[src/hw/rtl/fdc_pkg.sv]
// Shared types, codes and constant tables for the frame deframer with CRC-32 check.
`default_nettype none

package fdc_pkg;

    // Configuration register indexes.
    typedef enum logic [0:0] {
        REG_START_MARKER    = 1'b0,
        REG_MAX_BODY_LENGTH = 1'b1
    } reg_index_t;

    typedef enum logic [2:0] {
        ST_OK             = 3'd0,
        ST_NO_MARKER      = 3'd1,
        ST_BAD_COMMAND    = 3'd2,
        ST_BAD_GUID       = 3'd3,
        ST_NUMBER_OVER    = 3'd4,
        ST_CRC_MISMATCH   = 3'd5,
        ST_BODY_TOO_LONG  = 3'd6
    } status_t;

    typedef enum logic [2:0] {
        CMD_COMMAND      = 3'd0,
        CMD_ACK          = 3'd1,
        CMD_RECEIVED     = 3'd2,
        CMD_AUTHRESPONSE = 3'd3,
        CMD_RESPONSE     = 3'd4
    } command_t;

    typedef enum logic {
        KIND_BODY    = 1'b0,
        KIND_VERDICT = 1'b1
    } item_kind_t;

    localparam int NUM_CMDS = 5;
    localparam logic [31:0] CRC_POLY = 32'hEDB8_8320;

    // Command names, last character in the lowest byte.
    localparam logic [95:0] CMD_TEXT [NUM_CMDS] = '{
        96'("COMMAND"), 96'("ACK"), 96'("RECEIVED"), 96'("AUTHRESPONSE"), 96'("RESPONSE")
    };
    localparam logic [3:0] CMD_LEN [NUM_CMDS] = '{4'd7, 4'd3, 4'd8, 4'd12, 4'd8};

    typedef struct packed {
        logic [7:0]  start_marker;
        logic [31:0] max_body_length;
    } cfg_t;

    // Result payload, last field in the lowest bits.
    typedef struct packed {
        logic [31:0] body_length;
        logic [31:0] frame_count;
        logic [31:0] frame_number;
        logic [2:0]  command_code;
        logic [2:0]  verdict_status;
        logic [7:0]  body_byte;
    } out_item_t;

    // Character of a command name at a position; zero past the end of the name.
    function automatic logic [7:0] name_char(input logic [2:0] k, input logic [7:0] idx);
        logic [3:0] len;
        logic [3:0] pos;
        len = CMD_LEN[k];
        pos = len - 4'd1 - idx[3:0];
        if (idx >= {4'd0, len})
            return 8'd0;
        return CMD_TEXT[k][{pos, 3'b000} +: 8];
    endfunction

    function automatic logic is_hex(input logic [7:0] b);
        return (b >= 8'h30 && b <= 8'h39) || (b >= 8'h41 && b <= 8'h46) ||
               (b >= 8'h61 && b <= 8'h66);
    endfunction

    // Lowest surviving candidate wins; none left reads as the first command.
    function automatic logic [2:0] cmd_code(input logic [NUM_CMDS-1:0] cand);
        logic [2:0] code;
        code = CMD_COMMAND;
        for (int k = NUM_CMDS - 1; k >= 0; k--)
            if (cand[k])
                code = 3'(k);
        return code;
    endfunction

endpackage

`default_nettype wire

[src/hw/rtl/fdc_crc.sv]
// Bytewise update of the reflected CRC-32.
`default_nettype none

module fdc_crc (
    input  wire logic [31:0] crc_in,
    input  wire logic [7:0]  data,
    output logic [31:0]      crc_out
);

    always_comb
    begin
        logic [31:0] c;
        c = crc_in ^ {24'd0, data};
        for (int k = 0; k < 8; k++)
            c = c[0] ? ((c >> 1) ^ fdc_pkg::CRC_POLY) : (c >> 1);
        crc_out = c;
    end

endmodule

`default_nettype wire

[src/hw/rtl/fdc_parser.sv]
// Frame parser: header fields, name and GUID checks, body forwarding, verdict register.
`default_nettype none

module fdc_parser #(
    parameter int NAME_FIELD_LEN     = 16,
    parameter int GUID_FIELD_LEN     = 32,
    parameter int RESERVED_FIELD_LEN = 8
) (
    input  wire logic               clk,
    input  wire logic               rst_n,
    input  wire logic               step,
    input  wire logic [7:0]         step_byte,
    input  wire fdc_pkg::cfg_t      cfg,
    input  wire logic               out_ready,
    output logic                    res_valid,
    output fdc_pkg::item_kind_t     res_kind,
    output fdc_pkg::out_item_t      res
);

    localparam int IDX_MAX0 = (NAME_FIELD_LEN > GUID_FIELD_LEN) ? NAME_FIELD_LEN
                                                                : GUID_FIELD_LEN;
    localparam int IDX_MAX1 = (IDX_MAX0 > RESERVED_FIELD_LEN) ? IDX_MAX0 : RESERVED_FIELD_LEN;
    localparam int IDX_MAX  = (IDX_MAX1 > 4) ? IDX_MAX1 : 4;
    localparam int IDX_W    = $clog2(IDX_MAX);
    localparam int RES_LAST = (RESERVED_FIELD_LEN > 0) ? RESERVED_FIELD_LEN - 1 : 0;

    typedef enum logic [3:0] {
        PH_ARMED    = 4'd0,
        PH_SILENT   = 4'd1,
        PH_NAME     = 4'd2,
        PH_GUID     = 4'd3,
        PH_NUMBER   = 4'd4,
        PH_COUNT    = 4'd5,
        PH_RESERVED = 4'd6,
        PH_LENGTH   = 4'd7,
        PH_BODY     = 4'd8,
        PH_CRC      = 4'd9,
        PH_FOOTER   = 4'd10
    } phase_t;

    phase_t                          phase_reg, phase_next;
    logic [IDX_W-1:0]                idx_reg, idx_next;
    logic [31:0]                     crc_reg, crc_next;
    logic [31:0]                     word_reg, word_next;
    logic [fdc_pkg::NUM_CMDS-1:0]    cand_reg, cand_next;
    logic                            ended_reg, ended_next;
    logic                            guid_bad_reg, guid_bad_next;
    logic [31:0]                     number_reg, number_next;
    logic [31:0]                     count_reg, count_next;
    logic [31:0]                     length_reg, length_next;
    logic [31:0]                     remain_reg, remain_next;
    logic                            res_valid_reg;
    fdc_pkg::item_kind_t             kind_reg, kind_next;
    fdc_pkg::out_item_t              res_reg, res_next;
    logic                            emit;

    logic                            in_crc_span;
    logic [31:0]                     crc_seed;
    logic [31:0]                     crc_upd;
    logic [31:0]                     word_shifted;

    assign in_crc_span  = (phase_reg >= PH_NAME) && (phase_reg <= PH_BODY);
    // Outside a frame the CRC restarts from all ones with the marker byte.
    assign crc_seed     = in_crc_span ? crc_reg : 32'hFFFF_FFFF;
    assign word_shifted = {step_byte, word_reg[31:8]};

    fdc_crc u_crc (
        .crc_in  (crc_seed),
        .data    (step_byte),
        .crc_out (crc_upd)
    );

    always_comb
    begin
        logic                         give_verdict;
        logic [2:0]                   vstat;
        logic [2:0]                   vcmd;
        logic [fdc_pkg::NUM_CMDS-1:0] cand_upd;
        logic                         ended_upd;

        phase_next    = phase_reg;
        idx_next      = idx_reg;
        crc_next      = in_crc_span ? crc_upd : crc_reg;
        word_next     = word_reg;
        cand_next     = cand_reg;
        ended_next    = ended_reg;
        guid_bad_next = guid_bad_reg;
        number_next   = number_reg;
        count_next    = count_reg;
        length_next   = length_reg;
        remain_next   = remain_reg;
        emit          = 1'b0;
        kind_next     = fdc_pkg::KIND_BODY;
        res_next      = '0;
        give_verdict  = 1'b0;
        vstat         = fdc_pkg::ST_OK;
        vcmd          = fdc_pkg::cmd_code(cand_reg);
        cand_upd      = cand_reg;
        ended_upd     = ended_reg;

        unique case (phase_reg)
            PH_NAME:
            begin
                if (!ended_reg)
                begin
                    for (int k = 0; k < fdc_pkg::NUM_CMDS; k++)
                    begin
                        if (step_byte == 8'd0)
                        begin
                            if (8'(fdc_pkg::CMD_LEN[k]) != 8'(idx_reg))
                                cand_upd[k] = 1'b0;
                        end
                        else if (fdc_pkg::name_char(3'(k), 8'(idx_reg)) != step_byte)
                            cand_upd[k] = 1'b0;
                    end
                    if (step_byte == 8'd0)
                        ended_upd = 1'b1;
                end
                idx_next = idx_reg + 1'b1;
                if (idx_reg == IDX_W'(NAME_FIELD_LEN - 1))
                begin
                    // A name that fills the field without a NUL must be exactly that long.
                    if (!ended_upd)
                        for (int k = 0; k < fdc_pkg::NUM_CMDS; k++)
                            if (32'(fdc_pkg::CMD_LEN[k]) != 32'(NAME_FIELD_LEN))
                                cand_upd[k] = 1'b0;
                    phase_next = PH_GUID;
                    idx_next   = '0;
                    if (cand_upd == '0)
                    begin
                        give_verdict = 1'b1;
                        vstat        = fdc_pkg::ST_BAD_COMMAND;
                        vcmd         = fdc_pkg::CMD_COMMAND;
                    end
                end
                cand_next  = cand_upd;
                ended_next = ended_upd;
            end
            PH_GUID:
            begin
                guid_bad_next = guid_bad_reg | ~fdc_pkg::is_hex(step_byte);
                idx_next      = idx_reg + 1'b1;
                if (idx_reg == IDX_W'(GUID_FIELD_LEN - 1))
                begin
                    phase_next = PH_NUMBER;
                    idx_next   = '0;
                    if (guid_bad_next)
                    begin
                        give_verdict = 1'b1;
                        vstat        = fdc_pkg::ST_BAD_GUID;
                    end
                end
            end
            PH_NUMBER, PH_COUNT, PH_LENGTH:
            begin
                word_next = word_shifted;
                idx_next  = idx_reg + 1'b1;
                if (idx_reg == IDX_W'(3))
                begin
                    idx_next = '0;
                    if (phase_reg == PH_NUMBER)
                    begin
                        number_next = word_shifted;
                        phase_next  = PH_COUNT;
                    end
                    else if (phase_reg == PH_COUNT)
                    begin
                        count_next = word_shifted;
                        phase_next = (RESERVED_FIELD_LEN > 0) ? PH_RESERVED : PH_LENGTH;
                        if (number_reg > word_shifted)
                        begin
                            give_verdict = 1'b1;
                            vstat        = fdc_pkg::ST_NUMBER_OVER;
                        end
                    end
                    else
                    begin
                        length_next = word_shifted;
                        remain_next = word_shifted;
                        phase_next  = (word_shifted != 32'd0) ? PH_BODY : PH_CRC;
                        if (word_shifted > cfg.max_body_length)
                        begin
                            give_verdict = 1'b1;
                            vstat        = fdc_pkg::ST_BODY_TOO_LONG;
                        end
                    end
                end
            end
            PH_RESERVED:
            begin
                idx_next = idx_reg + 1'b1;
                if (idx_reg == IDX_W'(RES_LAST))
                begin
                    phase_next = PH_LENGTH;
                    idx_next   = '0;
                end
            end
            PH_BODY:
            begin
                emit               = 1'b1;
                res_next.body_byte = step_byte;
                remain_next        = remain_reg - 32'd1;
                if (remain_reg == 32'd1)
                begin
                    phase_next = PH_CRC;
                    idx_next   = '0;
                end
            end
            PH_CRC:
            begin
                word_next = word_shifted;
                idx_next  = idx_reg + 1'b1;
                if (idx_reg == IDX_W'(3))
                begin
                    phase_next = PH_FOOTER;
                    idx_next   = '0;
                end
            end
            PH_FOOTER:
            begin
                give_verdict = 1'b1;
                vstat        = ((~crc_reg) == word_reg) ? fdc_pkg::ST_OK
                                                         : fdc_pkg::ST_CRC_MISMATCH;
            end
            default:
            begin
                if (step_byte == cfg.start_marker)
                begin
                    phase_next    = PH_NAME;
                    idx_next      = '0;
                    crc_next      = crc_upd;
                    word_next     = '0;
                    cand_next     = '1;
                    ended_next    = 1'b0;
                    guid_bad_next = 1'b0;
                    number_next   = '0;
                    count_next    = '0;
                    length_next   = '0;
                    remain_next   = '0;
                end
                else if (phase_reg != PH_SILENT)
                begin
                    // First stray byte after reset or a frame's verdict reports once, then the hunt is quiet.
                    number_next  = '0;
                    count_next   = '0;
                    length_next  = '0;
                    give_verdict = 1'b1;
                    vstat        = fdc_pkg::ST_NO_MARKER;
                    vcmd         = fdc_pkg::CMD_COMMAND;
                end
            end
        endcase

        if (give_verdict)
        begin
            emit                    = 1'b1;
            kind_next               = fdc_pkg::KIND_VERDICT;
            res_next.verdict_status = vstat;
            res_next.command_code   = vcmd;
            res_next.frame_number   = number_next;
            res_next.frame_count    = count_next;
            res_next.body_length    = length_next;
            phase_next              = (vstat == fdc_pkg::ST_NO_MARKER) ? PH_SILENT : PH_ARMED;
            idx_next                = '0;
        end
    end

    always_ff @(posedge clk or negedge rst_n)
    begin
        if (!rst_n)
        begin
            phase_reg     <= PH_ARMED;
            idx_reg       <= '0;
            crc_reg       <= 32'hFFFF_FFFF;
            word_reg      <= '0;
            cand_reg      <= '1;
            ended_reg     <= 1'b0;
            guid_bad_reg  <= 1'b0;
            number_reg    <= '0;
            count_reg     <= '0;
            length_reg    <= '0;
            remain_reg    <= '0;
            res_valid_reg <= 1'b0;
            kind_reg      <= fdc_pkg::KIND_BODY;
            res_reg       <= '0;
        end
        else
        begin
            if (step && emit)
                res_valid_reg <= 1'b1;
            else if (out_ready)
                res_valid_reg <= 1'b0;
            if (step)
            begin
                phase_reg    <= phase_next;
                idx_reg      <= idx_next;
                crc_reg      <= crc_next;
                word_reg     <= word_next;
                cand_reg     <= cand_next;
                ended_reg    <= ended_next;
                guid_bad_reg <= guid_bad_next;
                number_reg   <= number_next;
                count_reg    <= count_next;
                length_reg   <= length_next;
                remain_reg   <= remain_next;
                if (emit)
                begin
                    kind_reg <= kind_next;
                    res_reg  <= res_next;
                end
            end
        end
    end

    assign res_valid = res_valid_reg;
    assign res_kind  = kind_reg;
    assign res       = res_reg;

endmodule

`default_nettype wire

[src/hw/rtl/frame_deframer_crc32_check_top.sv]
// Top level of the frame deframer with CRC-32 check: ports, input stage, configuration.
//
//   channel   direction  item                       tdata / tuser
//   s_axis    in         one received byte          tdata[7:0] rx_byte
//   m_axis    out        body byte or frame verdict tdata payload, tuser item_kind
//   cfg       in         register write             cfg_index selects, cfg_wdata
//
// One item is taken per cycle whenever the output side keeps up; each item passes
// through the input register and then the result register.
// The per-byte CRC update and the field counters sit between those two registers.
// A stalled output register holds the input register, and both back up the input.
// rst_n clears the parser to hunting for the start marker, start_marker to 0 and
// max_body_length to 65536.
`default_nettype none

module frame_deframer_crc32_check_top #(
    parameter int NAME_FIELD_LEN     = 16,
    parameter int GUID_FIELD_LEN     = 32,
    parameter int RESERVED_FIELD_LEN = 8
) (
    input  wire logic         clk,
    input  wire logic         rst_n,
    input  wire logic         s_tvalid,
    output logic              s_tready,
    input  wire logic [7:0]   s_tdata,   // [7:0] rx_byte
    output logic              m_tvalid,
    input  wire logic         m_tready,
    // [7:0] body_byte, [10:8] verdict_status, [13:11] command_code,
    // [45:14] frame_number, [77:46] frame_count, [109:78] body_length, [111:110] zero
    output logic [111:0]      m_tdata,
    output logic              m_tuser,   // [0] item_kind
    input  wire logic         cfg_we,
    input  wire logic [0:0]   cfg_index,
    input  wire logic [31:0]  cfg_wdata
);

    fdc_pkg::cfg_t        cfg_reg;
    logic                 in_valid_reg;
    logic [7:0]           in_byte_reg;
    logic                 advance;
    fdc_pkg::item_kind_t  res_kind;
    fdc_pkg::out_item_t   res;

    assign advance  = in_valid_reg && (!m_tvalid || m_tready);
    assign s_tready = !in_valid_reg || advance;

    always_ff @(posedge clk or negedge rst_n)
    begin
        if (!rst_n)
        begin
            cfg_reg.start_marker    <= 8'd0;
            cfg_reg.max_body_length <= 32'd65536;
        end
        else if (cfg_we)
        begin
            unique case (cfg_index)
                fdc_pkg::REG_START_MARKER:    cfg_reg.start_marker    <= cfg_wdata[7:0];
                fdc_pkg::REG_MAX_BODY_LENGTH: cfg_reg.max_body_length <= cfg_wdata;
                default: ;
            endcase
        end
    end

    always_ff @(posedge clk or negedge rst_n)
    begin
        if (!rst_n)
        begin
            in_valid_reg <= 1'b0;
            in_byte_reg  <= 8'd0;
        end
        else if (s_tvalid && s_tready)
        begin
            in_valid_reg <= 1'b1;
            in_byte_reg  <= s_tdata;
        end
        else if (advance)
        begin
            in_valid_reg <= 1'b0;
        end
    end

    fdc_parser #(
        .NAME_FIELD_LEN     (NAME_FIELD_LEN),
        .GUID_FIELD_LEN     (GUID_FIELD_LEN),
        .RESERVED_FIELD_LEN (RESERVED_FIELD_LEN)
    ) u_parser (
        .clk       (clk),
        .rst_n     (rst_n),
        .step      (advance),
        .step_byte (in_byte_reg),
        .cfg       (cfg_reg),
        .out_ready (m_tready),
        .res_valid (m_tvalid),
        .res_kind  (res_kind),
        .res       (res)
    );

    assign m_tdata = {2'b00, res};
    assign m_tuser = res_kind;

    // A forwarded body byte never carries verdict fields.
    assert property (@(posedge clk) disable iff (!rst_n)
        m_tvalid && (m_tuser == fdc_pkg::KIND_BODY) |-> (m_tdata[111:8] == '0))
    else $error("body item carries verdict fields");

    // Verdict status stays within its defined codes.
    assert property (@(posedge clk) disable iff (!rst_n)
        m_tvalid && (m_tuser == fdc_pkg::KIND_VERDICT) |-> (m_tdata[10:8] != 3'd7))
    else $error("verdict status out of range");

    // A waiting input byte is neither lost nor changed while the output is blocked.
    assert property (@(posedge clk) disable iff (!rst_n)
        in_valid_reg && !advance |=> in_valid_reg && $stable(in_byte_reg))
    else $error("input byte dropped while stalled");

    // The parser only steps when the result register can take a result.
    assert property (@(posedge clk) disable iff (!rst_n)
        advance |-> (!m_tvalid || m_tready) && !s_tready == 1'b0)
    else $error("parser stepped into a full result register");

endmodule

`default_nettype wire

[config.mk]
export PLATFORM = sky130hd
export DESIGN_NAME = frame_deframer_crc32_check_top
export DESIGN_NICKNAME = d
export VERILOG_FILES = /design/src/hw/rtl/fdc_pkg.sv /design/src/hw/rtl/fdc_crc.sv /design/src/hw/rtl/fdc_parser.sv /design/src/hw/rtl/frame_deframer_crc32_check_top.sv
export SDC_FILE = /design/constraint.sdc
export NUM_CORES = 1
export LEC_CHECK = 0
export BUFFER_PORTS_ARGS = -buffer_cell sky130_fd_sc_hd__buf_4
export CAP_MARGIN = 15
export CORE_MARGIN = 3
export CORE_UTILIZATION = 65
export DETAILED_ROUTE_END_ITERATION = 6
export GPL_TIMING_DRIVEN = 0
export PLACE_DENSITY = 0.95
export SLEW_MARGIN = 20
export SYNTH_ARGS = -nofsm -noshare
export SYNTH_HDL_FRONTEND = slang
export SYNTH_HIERARCHICAL = 1
export SYNTH_SLANG_ARGS = --single-unit
[constraint.sdc]
create_clock -name clk -period 6.44 [get_ports clk]
set_input_delay 1.288 -clock clk [delete_from_list [all_inputs] [get_ports clk]]
set_output_delay 1.288 -clock clk [all_outputs]
set_load 0.05 [all_outputs]
==> results_dict.tcl <==
set metrics [dict create \
    hp-start "u_parser/res_kind$_DFFE_PN0P_" \
    maxCapViolCount 0 \
    total_routing_usage_reported_by_global_routing_pct 41.46 \
    synth_cell_type_count 90 \
    rsz0062_at_grt "false" \
    timing.final.ws_setup_ps 556.5 \
    cts_setup_buffers 0 \
    min_to "u_parser/res_kind$_DFFE_PN0P_" \
    instances_no_fill 2680 \
    status "finished, final reports clean" \
    placeableCoreArea_mm2 0.03099 \
    synthToLayoutAreaGrowth_pct 15.42 \
    post-synth-top-area-cell "sky130_fd_sc_hd__dfrtp_1" \
    drt_first_iter_violations 2949 \
    synth_top_cells_by_area "sky130_fd_sc_hd__dfrtp_1, sky130_fd_sc_hd__mux2_2, sky130_fd_sc_hd__a22o_1" \
    place_worst_setup_slack_ps 870.5 \
    timing.critical_path.mode_cell "sky130_fd_sc_hd__buf_2" \
    ios 161 \
    synthesis.yosys.warnings 6 \
    clock_buffer_count_from_cts 39 \
    placed_cells_incl_taps 2608 \
    max_stage_delay_ps 680 \
    cts-hold-fix-buffers 0 \
    grt_overflow 0 \
    seq_area_frac_synth_pct 44.87 \
    criticalPathCategory "reg2reg" \
    worst_skew_pair.late_latency_ps 540 \
    grt_pass1_wl_mm 108.9 \
    grt_max_degree 105 \
    worst_r2r_path_depth 16 \
    finalWeightedCongestion 0.9739 \
    cts_tree "built" \
    number_of_port_buffers 158 \
    met3RoutedLength_mm 9.052 \
    die_width_um 184.4 \
    finalSetupTns_ps 0 \
    synth.avg_cell_area_um2 10.09 \
    route.final.wire_length_mm 71.45 \
    final_min_period_over_clock_period_pct 91.36 \
    post-dp-hpwl_mm 49.99 \
    critPathMaxFanout 10 \
    cts_repair_resize_count 0 \
    worst_slew_margin_rel_pct 27.33 \
    dr_total_vias 19170 \
    slowest_stage "sky130_fd_sc_hd__buf_1" \
    timing.fmax_mhz 170.0 \
    synth-async-reset-ratio_pct 100.0 \
    timing.critical_path.to_type "flop" \
    synth.top_cell.area_share_pct 40.05 \
    power-per-cell-area_mw_per_mm2 396.9 \
    drt_first_pass_iters 6 \
    finalNetCount 2381 \
    final_core_utilization_pct 77.03 \
    data_required_time_of_the_worst_path_ps 6810 \
    synth.cell_area_mm2 0.02068 \
    vias_per_cell 7.152 \
    chipHeight_um 184.4 \
    cts_sink_cnt 369 \
    cts-htree-levels 2 \
    fp.dieArea_mm2 0.03400 \
    hold-path-cell-count 2 \
    clock_tree.root_cell "sky130_fd_sc_hd__clkbuf_16" \
    tightestPinTransition_ps 1090 \
    postSynth.topFlopCell "sky130_fd_sc_hd__dfrtp_1" \
    cts.reportedPaths.clkPinSlew_ps 60 \
    floorplan.initialDensity_pct 66.74 \
    drc 0 \
    clock_path_buffers 3 \
    largest_reg_flops 110 \
    setup_viol 0 \
    irDropWorstVdd_mv 0.3746 \
    wl_met1_mm 25.81 \
    reg2reg_setup_slack_ps 560 \
    dr_wl_met2_mm 31.59 \
    hold_viol 0 \
    top_layer "met4" \
    clock-skew-final_ps 32.06 \
    fin_max_slew_vios 0 \
    fraction_of_final_layout_cells_with_drive_strength_greater_than_1_pct 18.82 \
    p_leak_nw 10.82 \
    avgRoutedWirePerCell_um 26.66 \
    worst_setup_path_start_kind "flop" \
    grt_antenna_before_repair 5 \
    timing.hold.worst.class "reg2reg" \
    worst-endpoint-arrival_ps 6260 \
    synth-seq-cells 369 \
    worstReg2RegEnd "u_parser/res_valid$_DFFE_PN0P_" \
    postRouteAntennaNets 0 \
    num_rows 64 \
    crit_chain "buf_2, buf_1, inv_1, ha_1, and3_1, a221o_1, a221oi_1, o21a_1, o32a_1, and3_1, clkbuf_1, o31ai_1, nor2_2, buf_2, buf_2, o21ai_0" \
    post_route_minimum_period_ps 5884 \
    number_of_global_route_vias_before_repair 18890 \
    edff_count_synth 0 \
    r2r_start "in_byte_reg[2]$_DFFE_PN0P_" \
    post_synth_inst_count 2049 \
]
metal layers:
| metal | track usage (%) | vias to the layer above |
|---|---|---|
| li1 | - | 7849 |
| met1 | 53.36 | 9232 |
| met2 | 63.82 | 1659 |
| met3 | 11.80 | 427 |
| met4 | 22.50 | 0 |
| met5 | 0 | - |
metrics by stage:
stage,cell area [um^2],total power (W),hold slack (ps)
2_1_floorplan,20690,0.005572,463.3
3_3_place_gp,22370,0.006643,465.6
3_5_place_dp,22490,0.006818,476.3
4_1_cts,23860,0.009313,494.6
5_1_grt,23870,0.009793,503.0
6_report,23870,0.009475,491.4
synthesized netlist by cell type, types with 15 or more instances:
cell	instances
sky130_fd_sc_hd__a21oi_1	79
sky130_fd_sc_hd__a22o_1	119
sky130_fd_sc_hd__a22oi_1	26
sky130_fd_sc_hd__buf_2	22
sky130_fd_sc_hd__clkbuf_1	106
sky130_fd_sc_hd__dfrtp_1	331
sky130_fd_sc_hd__dfstp_2	38
sky130_fd_sc_hd__ha_1	82
sky130_fd_sc_hd__inv_1	93
sky130_fd_sc_hd__mux2_1	34
sky130_fd_sc_hd__mux2_2	103
sky130_fd_sc_hd__nand2_1	169
sky130_fd_sc_hd__nand2b_1	49
sky130_fd_sc_hd__nand3_1	29
sky130_fd_sc_hd__nand4_1	24
sky130_fd_sc_hd__nor2_1	78
sky130_fd_sc_hd__nor3_1	41
sky130_fd_sc_hd__nor4_1	20
sky130_fd_sc_hd__o21ai_0	207
sky130_fd_sc_hd__o22ai_1	15
sky130_fd_sc_hd__o2bb2ai_1	30
sky130_fd_sc_hd__xnor2_1	68
sky130_fd_sc_hd__xor2_1	46
final cells by class:
| cell class | instances | area [um^2] |
|---|---|---|
| plain buffers | 140 | 583.1 |
| repair buffers | 162 | 1304 |
| clock buffers | 51 | 1071 |
| flip-flops and latches | 369 | 9281 |
| inverters | 96 | 360.3 |
| clock inverters | 17 | 300.3 |
| diodes | 4 | 10.01 |
| fillers | 2015 | 7117 |
| well taps | 396 | 495.5 |
| multi-input cells | 1445 | 10470 |
cell usage in the layout (no fill, tap or decap), types with 26 or more instances in the layout:
master / instances
sky130_fd_sc_hd__dfstp_2: 38
sky130_fd_sc_hd__nand2_1: 169
sky130_fd_sc_hd__nor2_1: 78
sky130_fd_sc_hd__nor3_1: 40
sky130_fd_sc_hd__a21oi_1: 79
sky130_fd_sc_hd__dfrtp_1: 331
sky130_fd_sc_hd__mux2_2: 103
sky130_fd_sc_hd__buf_4: 161
sky130_fd_sc_hd__a22o_1: 119
sky130_fd_sc_hd__o21ai_0: 207
sky130_fd_sc_hd__a22oi_1: 26
sky130_fd_sc_hd__clkbuf_16: 39
sky130_fd_sc_hd__inv_1: 93
sky130_fd_sc_hd__xor2_1: 46
sky130_fd_sc_hd__xnor2_1: 68
sky130_fd_sc_hd__clkbuf_1: 113
sky130_fd_sc_hd__o2bb2ai_1: 30
sky130_fd_sc_hd__nand2b_1: 49
sky130_fd_sc_hd__ha_1: 82
sky130_fd_sc_hd__nand3_1: 29
sky130_fd_sc_hd__mux2_1: 34
worst max-delay path: cells and delay by family (launching register included):
family          cells  cell delay [ps]
buf+inv             6             2430
fa+ha+maj           1              420
simple gates        3              850
flops               1              610
compound gates      6             1420
worst max-delay path by stage:
stage | slack, ps | to | cells after the start | from
global placement | 740 | u_parser/idx_reg[2]$_DFFE_PN0P_ | 1 | rst_n
finish | 560 | u_parser/res_valid$_DFFE_PN0P_ | 16 | in_byte_reg[2]$_DFFE_PN0P_
global route | 540 | u_parser/res_valid$_DFFE_PN0P_ | 16 | in_byte_reg[2]$_DFFE_PN0P_
CTS | 840 | u_parser/res_valid$_DFFE_PN0P_ | 16 | in_byte_reg[2]$_DFFE_PN0P_
floorplan | 2810 | u_parser/res_valid$_DFFE_PN0P_ | 16 | in_byte_reg[2]$_DFFE_PN0P_
detailed placement | 870 | u_parser/res_valid$_DFFE_PN0P_ | 16 | in_byte_reg[2]$_DFFE_PN0P_
kinds of logic (layout without fill, tap and decap cells):
kind of cell | Yosys count | count (layout) | share of synthesized area [%]
other | 1 | 6 | 0.01813
flip-flops | 369 | 369 | 44.87
AND/OR/NAND/NOR | 484 | 484 | 11.76
multiplexers | 146 | 146 | 7.894
buffers and inverters | 236 | 466 | 4.561
AO/OA/AOI/OAI | 605 | 605 | 19.87
adder cells (fa/ha/maj) | 82 | 82 | 4.960
XOR/XNOR | 126 | 126 | 6.061
where the power goes:
group          switching [W]  internal (W)  total, W
Sequential          0.000476       0.00276   0.00324
Clock               0.000952       0.00149   0.00245
Combinational        0.00246       0.00134   0.00379
Total                0.00388       0.00559   0.00947
Power figures use the tool's default switching activity.
